===== src/rtl/rxa_pkg.sv =====
package rxa_pkg;

	// width of the converted value and of one stored digit (radix up to 36)
	localparam int VALUE_W = 64;
	localparam int DIGIT_W = 6;
	localparam int CHAR_W  = 8;

	localparam logic [7:0] RADIX_MIN      = 8'd2;
	localparam logic [7:0] RADIX_MAX      = 8'd36;
	localparam logic [DIGIT_W-1:0] DECIMAL_DIGITS = DIGIT_W'(10);

	localparam logic [CHAR_W-1:0] CHAR_ZERO = 8'h30;
	localparam logic [CHAR_W-1:0] CHAR_A    = 8'h41;

	typedef enum logic [1:0] {
		ST_IDLE,
		ST_CONV,
		ST_EMIT
	} state_t;

	// per-cycle commands shared by every cell of the row
	typedef struct packed {
		logic clear;
		logic shift;
	} cell_ctrl_t;

	// doubling carry handed from one cell to the next
	typedef struct packed {
		logic valid;
		logic carry;
	} cell_link_t;

	// digit value to upper-case ascii
	function automatic logic [CHAR_W-1:0] digit_to_ascii(input logic [DIGIT_W-1:0] d);
		logic [CHAR_W-1:0] c;
		if (d < DECIMAL_DIGITS) begin
			c = CHAR_ZERO + CHAR_W'(d);
		end else begin
			c = CHAR_A + CHAR_W'(d - DECIMAL_DIGITS);
		end
		return c;
	endfunction

endpackage


===== src/rtl/rxa_cell.sv =====
module rxa_cell
	import rxa_pkg::*;
(
	input  logic               clk,
	input  logic               arst_n,
	input  cell_ctrl_t         ctrl,
	input  logic [DIGIT_W-1:0] radix,
	input  cell_link_t         link_in,
	input  logic [DIGIT_W-1:0] digit_in,
	output cell_link_t         link_out,
	output logic [DIGIT_W-1:0] digit
);

	logic [DIGIT_W-1:0] digit_q;
	cell_link_t         link_q;
	logic [DIGIT_W:0]   sum;
	logic [DIGIT_W:0]   diff;
	logic               wrap;

	// double the digit, add the incoming carry, reduce once by the radix
	always_comb begin
		sum  = {digit_q, link_in.carry};
		diff = sum - {1'b0, radix};
		wrap = (sum >= {1'b0, radix});
	end

	always_ff @(posedge clk or negedge arst_n) begin
		if (!arst_n) begin
			digit_q <= '0;
			link_q  <= '0;
		end else if (ctrl.clear) begin
			digit_q <= '0;
			link_q  <= '0;
		end else if (ctrl.shift) begin
			digit_q <= digit_in;
			link_q  <= '0;
		end else if (link_in.valid) begin
			digit_q      <= wrap ? diff[DIGIT_W-1:0] : sum[DIGIT_W-1:0];
			link_q.valid <= 1'b1;
			link_q.carry <= wrap;
		end else begin
			link_q <= '0;
		end
	end

	assign digit    = digit_q;
	assign link_out = link_q;

endmodule


===== src/rtl/radix_integer_to_ascii.sv =====
// Converts a 64-bit unsigned value to right-aligned, left-padded ASCII text in
// any radix from 2 to 36 (digits 0-9 then A-Z), one character per valid strobe,
// most significant first, with last on the final character. A request is taken
// when start is high and busy is low. The value is shifted in one bit per cycle
// into a row of MAX_CHARS digit cells; each cell passes its carry to the next
// cell through a register. The row is then shifted out through the top cell,
// with padding positions above the requested width skipped. A request holds
// busy through conversion and shift-out, and the next request is taken only
// after it. A radix outside 2..36 is taken without raising busy and gives no
// characters. The receiver cannot stall: each character is on the outputs for
// exactly one cycle. Only the least significant MAX_CHARS digits are kept when
// the number is longer.
module radix_integer_to_ascii
	import rxa_pkg::*;
#(
	parameter int MAX_CHARS = 64
) (
	input  logic               clk,
	input  logic               arst_n,
	input  logic               start,
	output logic               busy,
	input  logic [VALUE_W-1:0] value,
	input  logic [7:0]         radix,
	input  logic [7:0]         min_width,
	input  logic [7:0]         pad_char,
	output logic               valid,
	output logic [CHAR_W-1:0]  ascii_char,
	output logic               last
);

	localparam int CNT_W   = $clog2(VALUE_W + MAX_CHARS + 1);
	localparam int POS_W   = $clog2(MAX_CHARS);
	localparam int WIDTH_W = $clog2(MAX_CHARS + 1);
	localparam logic [CNT_W-1:0] CONV_LAST = CNT_W'(VALUE_W + MAX_CHARS - 1);
	localparam logic [CNT_W-1:0] FEED_LEN  = CNT_W'(VALUE_W);

	state_t state_q, state_d;

	logic [VALUE_W-1:0] value_q;
	logic [DIGIT_W-1:0] radix_q;
	logic [WIDTH_W-1:0] width_q;
	logic [7:0]         pad_q;
	logic [CNT_W-1:0]   cnt_q;
	logic [POS_W-1:0]   pos_q;
	logic               overflow_q;
	logic               started_q;
	logic               valid_q;
	logic               last_q;
	logic [CHAR_W-1:0]  char_q;

	logic       radix_ok;
	logic       accept;
	logic       conv_done;
	logic       in_digits;
	logic       emit;
	cell_ctrl_t ctrl;

	logic [DIGIT_W-1:0] digit_w [MAX_CHARS];
	cell_link_t         link_w  [MAX_CHARS+1];

	assign radix_ok  = (radix >= RADIX_MIN) && (radix <= RADIX_MAX);
	assign accept    = start && (state_q == ST_IDLE);
	assign conv_done = (state_q == ST_CONV) && (cnt_q == CONV_LAST);

	// state register
	always_ff @(posedge clk or negedge arst_n) begin
		if (!arst_n) begin
			state_q <= ST_IDLE;
		end else begin
			state_q <= state_d;
		end
	end

	// next state and row commands
	always_comb begin
		state_d    = state_q;
		ctrl.clear = 1'b0;
		ctrl.shift = 1'b0;
		case (state_q)
			ST_IDLE: begin
				if (start && radix_ok) begin
					state_d    = ST_CONV;
					ctrl.clear = 1'b1;
				end
			end
			ST_CONV: begin
				if (conv_done) begin
					state_d = ST_EMIT;
				end
			end
			ST_EMIT: begin
				ctrl.shift = 1'b1;
				if (pos_q == '0) begin
					state_d = ST_IDLE;
				end
			end
			default: begin
				state_d = ST_IDLE;
			end
		endcase
	end

	// request capture and bit feed
	always_ff @(posedge clk) begin
		if (accept) begin
			value_q <= value;
			radix_q <= radix[DIGIT_W-1:0];
			pad_q   <= pad_char;
			if (min_width == 8'd0) begin
				width_q <= WIDTH_W'(1);
			end else if (min_width > 8'(MAX_CHARS)) begin
				width_q <= WIDTH_W'(MAX_CHARS);
			end else begin
				width_q <= min_width[WIDTH_W-1:0];
			end
		end else if (state_q == ST_CONV) begin
			value_q <= value_q << 1;
		end
	end

	// conversion counter, emit position and leading-digit tracking
	always_ff @(posedge clk or negedge arst_n) begin
		if (!arst_n) begin
			cnt_q      <= '0;
			pos_q      <= '0;
			overflow_q <= 1'b0;
			started_q  <= 1'b0;
		end else if (accept) begin
			cnt_q      <= '0;
			overflow_q <= 1'b0;
			started_q  <= 1'b0;
		end else if (state_q == ST_CONV) begin
			cnt_q <= cnt_q + 1'b1;
			pos_q <= POS_W'(MAX_CHARS - 1);
			if (link_w[MAX_CHARS].valid && link_w[MAX_CHARS].carry) begin
				overflow_q <= 1'b1;
			end
		end else if (state_q == ST_EMIT) begin
			pos_q <= pos_q - 1'b1;
			if (in_digits) begin
				started_q <= 1'b1;
			end
		end
	end

	// feed of the value bits into the low cell, most significant first
	assign link_w[0].valid = (state_q == ST_CONV) && (cnt_q < FEED_LEN);
	assign link_w[0].carry = value_q[VALUE_W-1];

	// digit cell row
	for (genvar i = 0; i < MAX_CHARS; i++) begin : g_cell
		logic [DIGIT_W-1:0] below;
		if (i == 0) begin : g_low
			assign below = '0;
		end else begin : g_up
			assign below = digit_w[i-1];
		end
		rxa_cell u_cell (
			.clk      (clk),
			.arst_n   (arst_n),
			.ctrl     (ctrl),
			.radix    (radix_q),
			.link_in  (link_w[i]),
			.digit_in (below),
			.link_out (link_w[i+1]),
			.digit    (digit_w[i])
		);
	end

	// character select at the top of the row
	assign in_digits = overflow_q || started_q || (digit_w[MAX_CHARS-1] != '0) ||
		(pos_q == '0);
	assign emit = (state_q == ST_EMIT) &&
		(in_digits || (WIDTH_W'(pos_q) < width_q));

	// output register
	always_ff @(posedge clk or negedge arst_n) begin
		if (!arst_n) begin
			valid_q <= 1'b0;
			last_q  <= 1'b0;
		end else begin
			valid_q <= emit;
			last_q  <= emit && (pos_q == '0);
		end
	end

	always_ff @(posedge clk) begin
		if (emit) begin
			char_q <= in_digits ? digit_to_ascii(digit_w[MAX_CHARS-1]) : pad_q;
		end
	end

	assign busy       = (state_q != ST_IDLE);
	assign valid      = valid_q;
	assign last       = last_q;
	assign ascii_char = char_q;

	// characters only come out of the shift-out phase
	a_valid_from_emit: assert property (@(posedge clk) disable iff (!arst_n)
		valid |-> $past(state_q == ST_EMIT))
		else $error("character strobe outside shift-out");

	a_last_marks_char: assert property (@(posedge clk) disable iff (!arst_n)
		last |-> valid)
		else $error("last without a character");

	a_good_request_busy: assert property (@(posedge clk) disable iff (!arst_n)
		(start && !busy && radix_ok) |=> (busy && state_q == ST_CONV))
		else $error("valid request did not start conversion");

	a_quiet_in_conv: assert property (@(posedge clk) disable iff (!arst_n)
		(state_q == ST_CONV) |-> !valid)
		else $error("character strobe during conversion");

endmodule


===== config.mk =====
export PLATFORM = sky130hd
export DESIGN_NAME = radix_integer_to_ascii
export DESIGN_NICKNAME = d
export VERILOG_FILES = /design/src/rtl/rxa_pkg.sv /design/src/rtl/rxa_cell.sv /design/src/rtl/radix_integer_to_ascii.sv
export SDC_FILE = /design/constraint.sdc
export NUM_CORES = 2
export LEC_CHECK = 0
export BUFFER_PORTS_ARGS = -buffer_cell sky130_fd_sc_hd__buf_2
export CORE_MARGIN = 1.5
export CORE_UTILIZATION = 50
export DETAILED_ROUTE_END_ITERATION = 6
export PLACE_DENSITY = 0.62
export SLEW_MARGIN = 20
export SYNTH_ARGS = -nofsm -noshare
export SYNTH_HDL_FRONTEND = slang
export SYNTH_SLANG_ARGS = --single-unit

===== constraint.sdc =====
create_clock -name clk -period 11.2 [get_ports clk]
set_input_delay 2.24 -clock clk [delete_from_list [all_inputs] [get_ports clk]]
set_output_delay 2.24 -clock clk [all_outputs]
set_load 0.01 [all_outputs]

Word level (Yosys, flattened, before mapping)
Index checks and enable logic that the tools add are counted.
{ "op_classes": {"addsub": 69, "multipliers": 0, "div": 0, "magnitude_cmp": 70, "n_eq_ne": 7, "n_shift": 0, "muxes": 471, "bitwise": 1, "n_reduce_logical": 91} }
{ "ops": {"columns": ["cell", "count"], "rows": [
  ["2-to-1 mux 6 bit", 258],
  [">= comparator 7 x 6 -> 1 bit", 64],
  ["2-to-1 mux 2 bit", 195],
  ["subtractor 6 bit", 64],
  ["nonzero test 3 bit", 64],
  ["2-to-1 mux 64 bit", 2],
  ["2-to-1 mux 8 bit", 4],
  ["nonzero test 2 bit", 6],
  ["2-to-1 mux 1 bit", 10],
  ["adder 7 x 8 -> 8 bit, first input constant", 1],
  ["adder 8 x 1 -> 8 bit, second input constant", 1],
  ["== test 8 x 7 -> 1 bit, second input constant", 1],
  [">= comparator 8 x 2 -> 1 bit, second input constant", 1],
  ["greater-than comparator 8 x 7 -> 1 bit, second input constant", 1],
  ["less-or-equal comparator 8 x 6 -> 1 bit, second input constant", 1],
  ["logical AND 1 bit", 8],
  ["logical NOT 8 bit", 1],
  ["< comparator 8 x 7 -> 1 bit, second input constant", 1],
  ["adder 6 x 6 -> 7 bit, first input constant", 1],
  ["< comparator 6 x 7 -> 1 bit", 1],
  ["2-to-1 mux 7 bit", 1],
  ["subtractor 6 x 4 -> 7 bit, second input constant", 1],
  ["logical NOT 6 bit", 1],
  ["< comparator 6 x 4 -> 1 bit, second input constant", 1],
  ["other kinds (13)", 20]
]} }
{ "word_totals": {"regBits": 625, "latchBits": 0, "ramBits": 0, "romBits": 0, "output_inout_bits": 11, "wordCells": 914, "mem_count": 0} }

Logic depth before layout (Yosys ltp)
{ "logic_depth": {"depth_word": 7, "depth_mapped": 11} }

Cells and area by module
A second synthesis with hierarchy kept.
{ "unflattened": {"cells_unflattened": 6282, "hier_area_um2": 54003.0} }
{ "modules_own_cells": {"columns": ["module", "instances", "cells_per_inst", "area_per_inst_um2"], "rows": [
  ["rxa_cell at g_cell[24].u_cell ...", 39, 91, 763.2],
  ["rxa_cell at g_cell[0].u_cell ...", 25, 89, 760.7],
  ["radix_integer_to_ascii", 1, 508, 5218.8]
]} }

Least setup slack after synthesis
OpenSTA, ideal clock, no wires.
{ "synth_path": {"kind": "register to register", "start": "register radix_q[1]", "end": "register g_cell[9].u_cell.digit_q[2]", "setup_time_ps": 104, "arrival_ps": 5820, "t_required_ps": 11096, "path_slack_ps": 5276, "stages_incl_launch_ff": 9, "path_buffers": 0, "path_cell_list": "edfxtp_1 -> inv_1 -> ha_1 -> nor2b_1 -> o31ai_2 -> a31oi_1 -> a2111oi_4 -> mux2_2 -> a221oi_1"} }
{ "synth_between": {"elab_chain_cells": 5} }
{ "synth_lines": {"columns": ["element", "line", "text"], "rows": [
  ["start, declared", "radix_integer_to_ascii.sv:40", "logic [DIGIT_W-1:0] radix_q;"],
  ["start signal, assigned", "radix_integer_to_ascii.sv:107", "radix_q <= radix[DIGIT_W-1:0];"],
  ["subtractor 6 bit or >= comparator 7 x 6 -> 1 bit (tied branches)", "rxa_cell.sv:23, rxa_cell.sv:24", null],
  ["2-to-1 mux 6 bit (*)", "rxa_cell.sv:38", "digit_q <= wrap ? diff[DIGIT_W-1:0] : sum[DIGIT_W-1:0];"],
  ["2-to-1 mux 6 bit (*)", "rxa_cell.sv:37", "end else if (link_in.valid) begin"],
  ["2-to-1 mux 6 bit (*)", "rxa_cell.sv:34", "end else if (ctrl.shift) begin"],
  ["2-to-1 mux 6 bit (*)", "rxa_cell.sv:31", "end else if (ctrl.clear) begin"],
  ["end signal, assigned", "rxa_cell.sv:35", "digit_q <= digit_in;"],
  ["end signal, assigned", "rxa_cell.sv:38", null],
  ["end, declared", "rxa_cell.sv:14", "logic [DIGIT_W-1:0] digit_q;"]
]} }
Every way passes the cells marked *; elsewhere a longest branch is shown, timed or not. The select of a mux whose other input is x is not followed.
A chain may end at the register's enable or synchronous reset.

Worst setup path after layout
{ "layout_path": {"start": "input start", "end": "register g_cell[14].u_cell.digit_q[4]"} }
{ "layout_between": {"elab_chain_cells": 4} }
{ "layout_lines": {"columns": ["element", "line", "text"], "rows": [
  ["start, declared", "radix_integer_to_ascii.sv:20", "input logic start,"],
  ["logical AND 1 bit (*)", "radix_integer_to_ascii.sv:81", "if (start && radix_ok) begin"],
  ["2-to-1 mux 1 bit (*)", "radix_integer_to_ascii.sv:81", null],
  ["2-to-1 mux 1 bit (*)", "radix_integer_to_ascii.sv:79", "case (state_q)"],
  ["nonzero test 3 bit (no line) or 2-to-1 mux 6 bit (tied branches)", null, null],
  ["end signal, assigned", "rxa_cell.sv:35", null],
  ["end signal, assigned", "rxa_cell.sv:38", null],
  ["end, declared", "rxa_cell.sv:14", null]
]} }
Every way passes the cells marked *; elsewhere a longest branch is shown, timed or not.

==> out/metrics.csv <==
stage,metric,value,unit
pwr,power.density,307,mW/mm2
die,io_pins,102,
clocking,clk_latency,650,ps
finish,drive_gt1_share,7.67,%
setup_path,critPathMaxStageDelay,620,ps
setup_path,cp-end-kind,flop,
die,core.rowCount,112,
timing,max_freq,196,MHz
setup_path,cp_max_fo,65,
setup_path,cp_top_family,buffers and inverters,
timing,fin_crit_sh,45.4,%
setup_path,crit_chain,buf_2 -> nand2_2 -> buf_4 -> clkinv_2 -> and3_4 -> nor2_4 -> buf_4 -> buf_4 -> o21ai_0 -> o31ai_1,
global_route,grt_pass1_vias,38500,
die,core-area,0.0932,mm2
timing,drv_slew,0,
die,start_util,50.3,%
clocking,cts_sinks,625,
timing,max_slew_margin,31.2,%
place,pre_cts_slack,5480,ps
job,drv_cap,0,
timing,finClkSkew,26.5,ps
route,wirelength,125000,um
clocking,cts_tree,done,
timing,hold_viol,0,
clocking,cts_buffer_depth,3,
route,route.detailed.drc,0,
clocking,postCtsHoldBufs,0,
synth,yosysWarnings,0,
synth,synth_area_per_cell,9.06,um2
timing,worstMarginPinSlew,1030,ps
pwr,vdd_drop_max,0.000139,V
setup_path,required,11740,ps
setup_path,crit_buf_inv,5,
die,die_w,309,um
place,place_congestion,0.841,
place,dp_hpwl,79000,um
setup_path,crit_type,in -> reg,
synth,ys_async_sr_fraction,85.1,%
synth,synth.area.top_cells,"dfrtp_1 28%, ha_1 11%, edfxtp_1 6.0%",
route,wl_met3,4720,um
route,vias,39200,
clocking,path_clk_slew,60,ps
timing,rsz0062_at_grt,no,
timing,setup_slack,6110,ps
synth,synth_edf_count,93,
global_route,grt_max_degree,171,
timing,finalCriticalPeriod,5090,ps
synth,synth_cell_type_count,89,
route,drt-initial-drc-count,2576,
clocking,post_cts_buffers,0,
place,port_buffers,101,
timing,fin_setup_tns,0,ps
global_route,grt.overflow.total,0,
synth,synth_top_cell_by_area,dfrtp_1,
run_status,status,"complete, no violations",
route,wl_met1,59400,um
setup_path,cp.arrival,5630,ps
synth,synth_area,0.0469,mm2
setup_path,cp_common_cell,buf_4,
synth,synth.net_count,5733,
clocking,postCtsResizedCells,0,
route,top_layer,met4,
pwr,p_leak,22.5,nW
clocking,h-tree-depth,3,
clocking,cts_buffers,77,
finish,syn_to_final_growth,8.70,%
synth,syn_inst,5178,
synth,ys.flop_type,dfrtp_1,
route,wl_met2,58600,um
global_route,antenna_found_initial,0,
finish,n_antenna_cell,0,
global_route,grt_pass1_wl,206000,um
synth,seq_area_frac_synth,34.3,%
route,dr.pass1.iters,6,
route,ant_nets,0,
route,wl_per_cell,19.3,um
setup_path,start_kind,input pin,
finish,fin_nets,5714,
die,dieHeight,309,um
route,routed_via_density,6.06,
global_route,grt_use_total,26.2,%
die,dieArea,0.0956,mm2
synth,synth-seq-cells,625,
synth,synth_top_area_share,28.4,%
min_path,hp-class,reg -> reg,
clocking,cts-root-buf,clkbuf_16,
setup_path,crit_path_top_delay_cell,buf_4,
timing,setup_viol,0,
## through the flow
stage                     cells  utilization, %  area (um2)  hold WS [ps]  power (mW)
after global routing       6472            54.7       51000           536        17.0
final                      6472            54.7       51000           497        15.6
after CTS                  6471            54.7       50900           497        15.6
after floorplan            5178               -       46900           464        11.1
after detailed placement   6333            52.0       48400           499        13.0
after global placement     6333            52.0       48400           489        12.9
## worst min-delay path: stages (launching register included)
cell	delay (ps)
edfxtp_1	320
nand2_1	40
nand2_1	50
## cells in the final DEF, fill, tap and decap left out, drive strengths merged, types with 43 or more instances in the layout
cell type    n
a21o       117
a21oi      426
a221oi      48
a31oi       62
buf        142
clkbuf     104
dfrtp      532
edfxtp      93
fa          64
ha         400
inv        329
mux2i      177
nand2      480
nand3       64
nor2       361
nor2b       91
nor3       109
o211ai      67
o21a       113
o21ai      414
o221a       48
o31a        57
o41ai       43
or3         66
xnor2       73
xor2        98
## layout make-up
type,count,area (um2)
fillers,8456,42200
multi-input cells,3984,28700
flip-flops and latches,625,16100
clock buffers,104,2150
well taps,1254,1570
inverters,329,1260
repair buffers,142,868
clock inverters,34,350
## routing by layer
layer | track usage [%] | vias to the layer above
met5 | 0 | -
met4 | 5.53 | 0
met3 | 2.90 | 154
met2 | 43.6 | 799
met1 | 36.8 | 19100
li1 | - | 19200
## synthesized netlist by cell type, types with 16 or more instances
| cell | instances |
|---|---|
| buf_2 | 41 |
| mux2_2 | 31 |
| a311oi_1 | 22 |
| and4_1 | 16 |
| o31a_1 | 57 |
| o21ai_1 | 18 |
| a21o_1 | 117 |
| nor3_1 | 107 |
| o211ai_1 | 67 |
| mux2i_1 | 177 |
| a211oi_1 | 28 |
| o21ai_0 | 396 |
| ha_1 | 400 |
| nand2_1 | 480 |
| xnor2_1 | 73 |
| o211a_1 | 27 |
| edfxtp_1 | 93 |
| or3_1 | 66 |
| nor2_1 | 361 |
| o41ai_1 | 43 |
| o21a_1 | 113 |
| a31oi_1 | 62 |
| nor4_1 | 24 |
| a221oi_1 | 48 |
| nor2b_1 | 91 |
| dfrtp_1 | 532 |
| a211o_1 | 21 |
| nand2b_1 | 42 |
| o31ai_1 | 35 |
| a21oi_1 | 426 |
| fa_1 | 64 |
| o311a_1 | 39 |
| nand3_1 | 64 |
| o221a_2 | 47 |
| a32oi_1 | 34 |
| a22o_1 | 31 |
| xor2_1 | 98 |
| buf_1 | 18 |
| inv_1 | 328 |
| nand4_1 | 33 |
| clkbuf_1 | 179 |
| and3_1 | 19 |
## where the power goes
group	total (mW)	internal [mW]	switching (mW)	leakage [nW]
logic	8.80	3.85	4.95	13.6
clock network	2.52	1.49	1.04	1.23
registers	4.31	3.27	1.04	7.65
total	15.6	8.60	7.04	22.5
## path summary, 6_finish.rpt
| path | startpoint | to | slack [ps] | cells past startpoint |
|---|---|---|---|---|
| setup / recovery | start | g_cell[14].u_cell.digit[4]$_DFFE_PN0P_ | 6110 | 10 |
| min in group asynchronous | arst_n | g_cell[58].u_cell.digit[0]$_DFFE_PN0P_ | 1550 | 1 |
| max in group asynchronous | arst_n | g_cell[22].u_cell.digit[3]$_DFFE_PN0P_ | 7470 | 3 |
| setup reg to reg | state_q[1]$_DFFE_PN0P_ | g_cell[14].u_cell.digit[4]$_DFFE_PN0P_ | 7040 | 11 |
| hold / removal | value_q[62]$_DFFE_PP_ | value_q[63]$_DFFE_PP_ | 500 | 2 |
| hold reg to reg | value_q[62]$_DFFE_PP_ | value_q[63]$_DFFE_PP_ | 500 | 2 |
## kinds of logic (layout without fill, tap and decap cells)
family | after synthesis | after routing | synth area share, %
xor gates and xnor gates | 171 | 171 | 3.19
buffers and inverters | 569 | 609 | 4.67
adders and majority gates | 464 | 464 | 13.4
AOI/OAI and AO/OA | 1771 | 1771 | 26.2
DFF | 625 | 625 | 34.3
muxes | 209 | 209 | 4.55
and+or+nand+nor | 1369 | 1369 | 13.6
## state kept, by name, indices dropped and copies added (netlist names)
register / count
value_q: 64
pos_q: 6
width_q: 7
g_cell.u_cell.digit: 384
pad_q: 8
last: 1
overflow_q: 1
state_q: 2
g_cell.u_cell.link_out: 128
ascii_char: 8
started_q: 1
radix_q: 6
cnt_q: 8
valid: 1
Power figures use the tool's default switching activity.
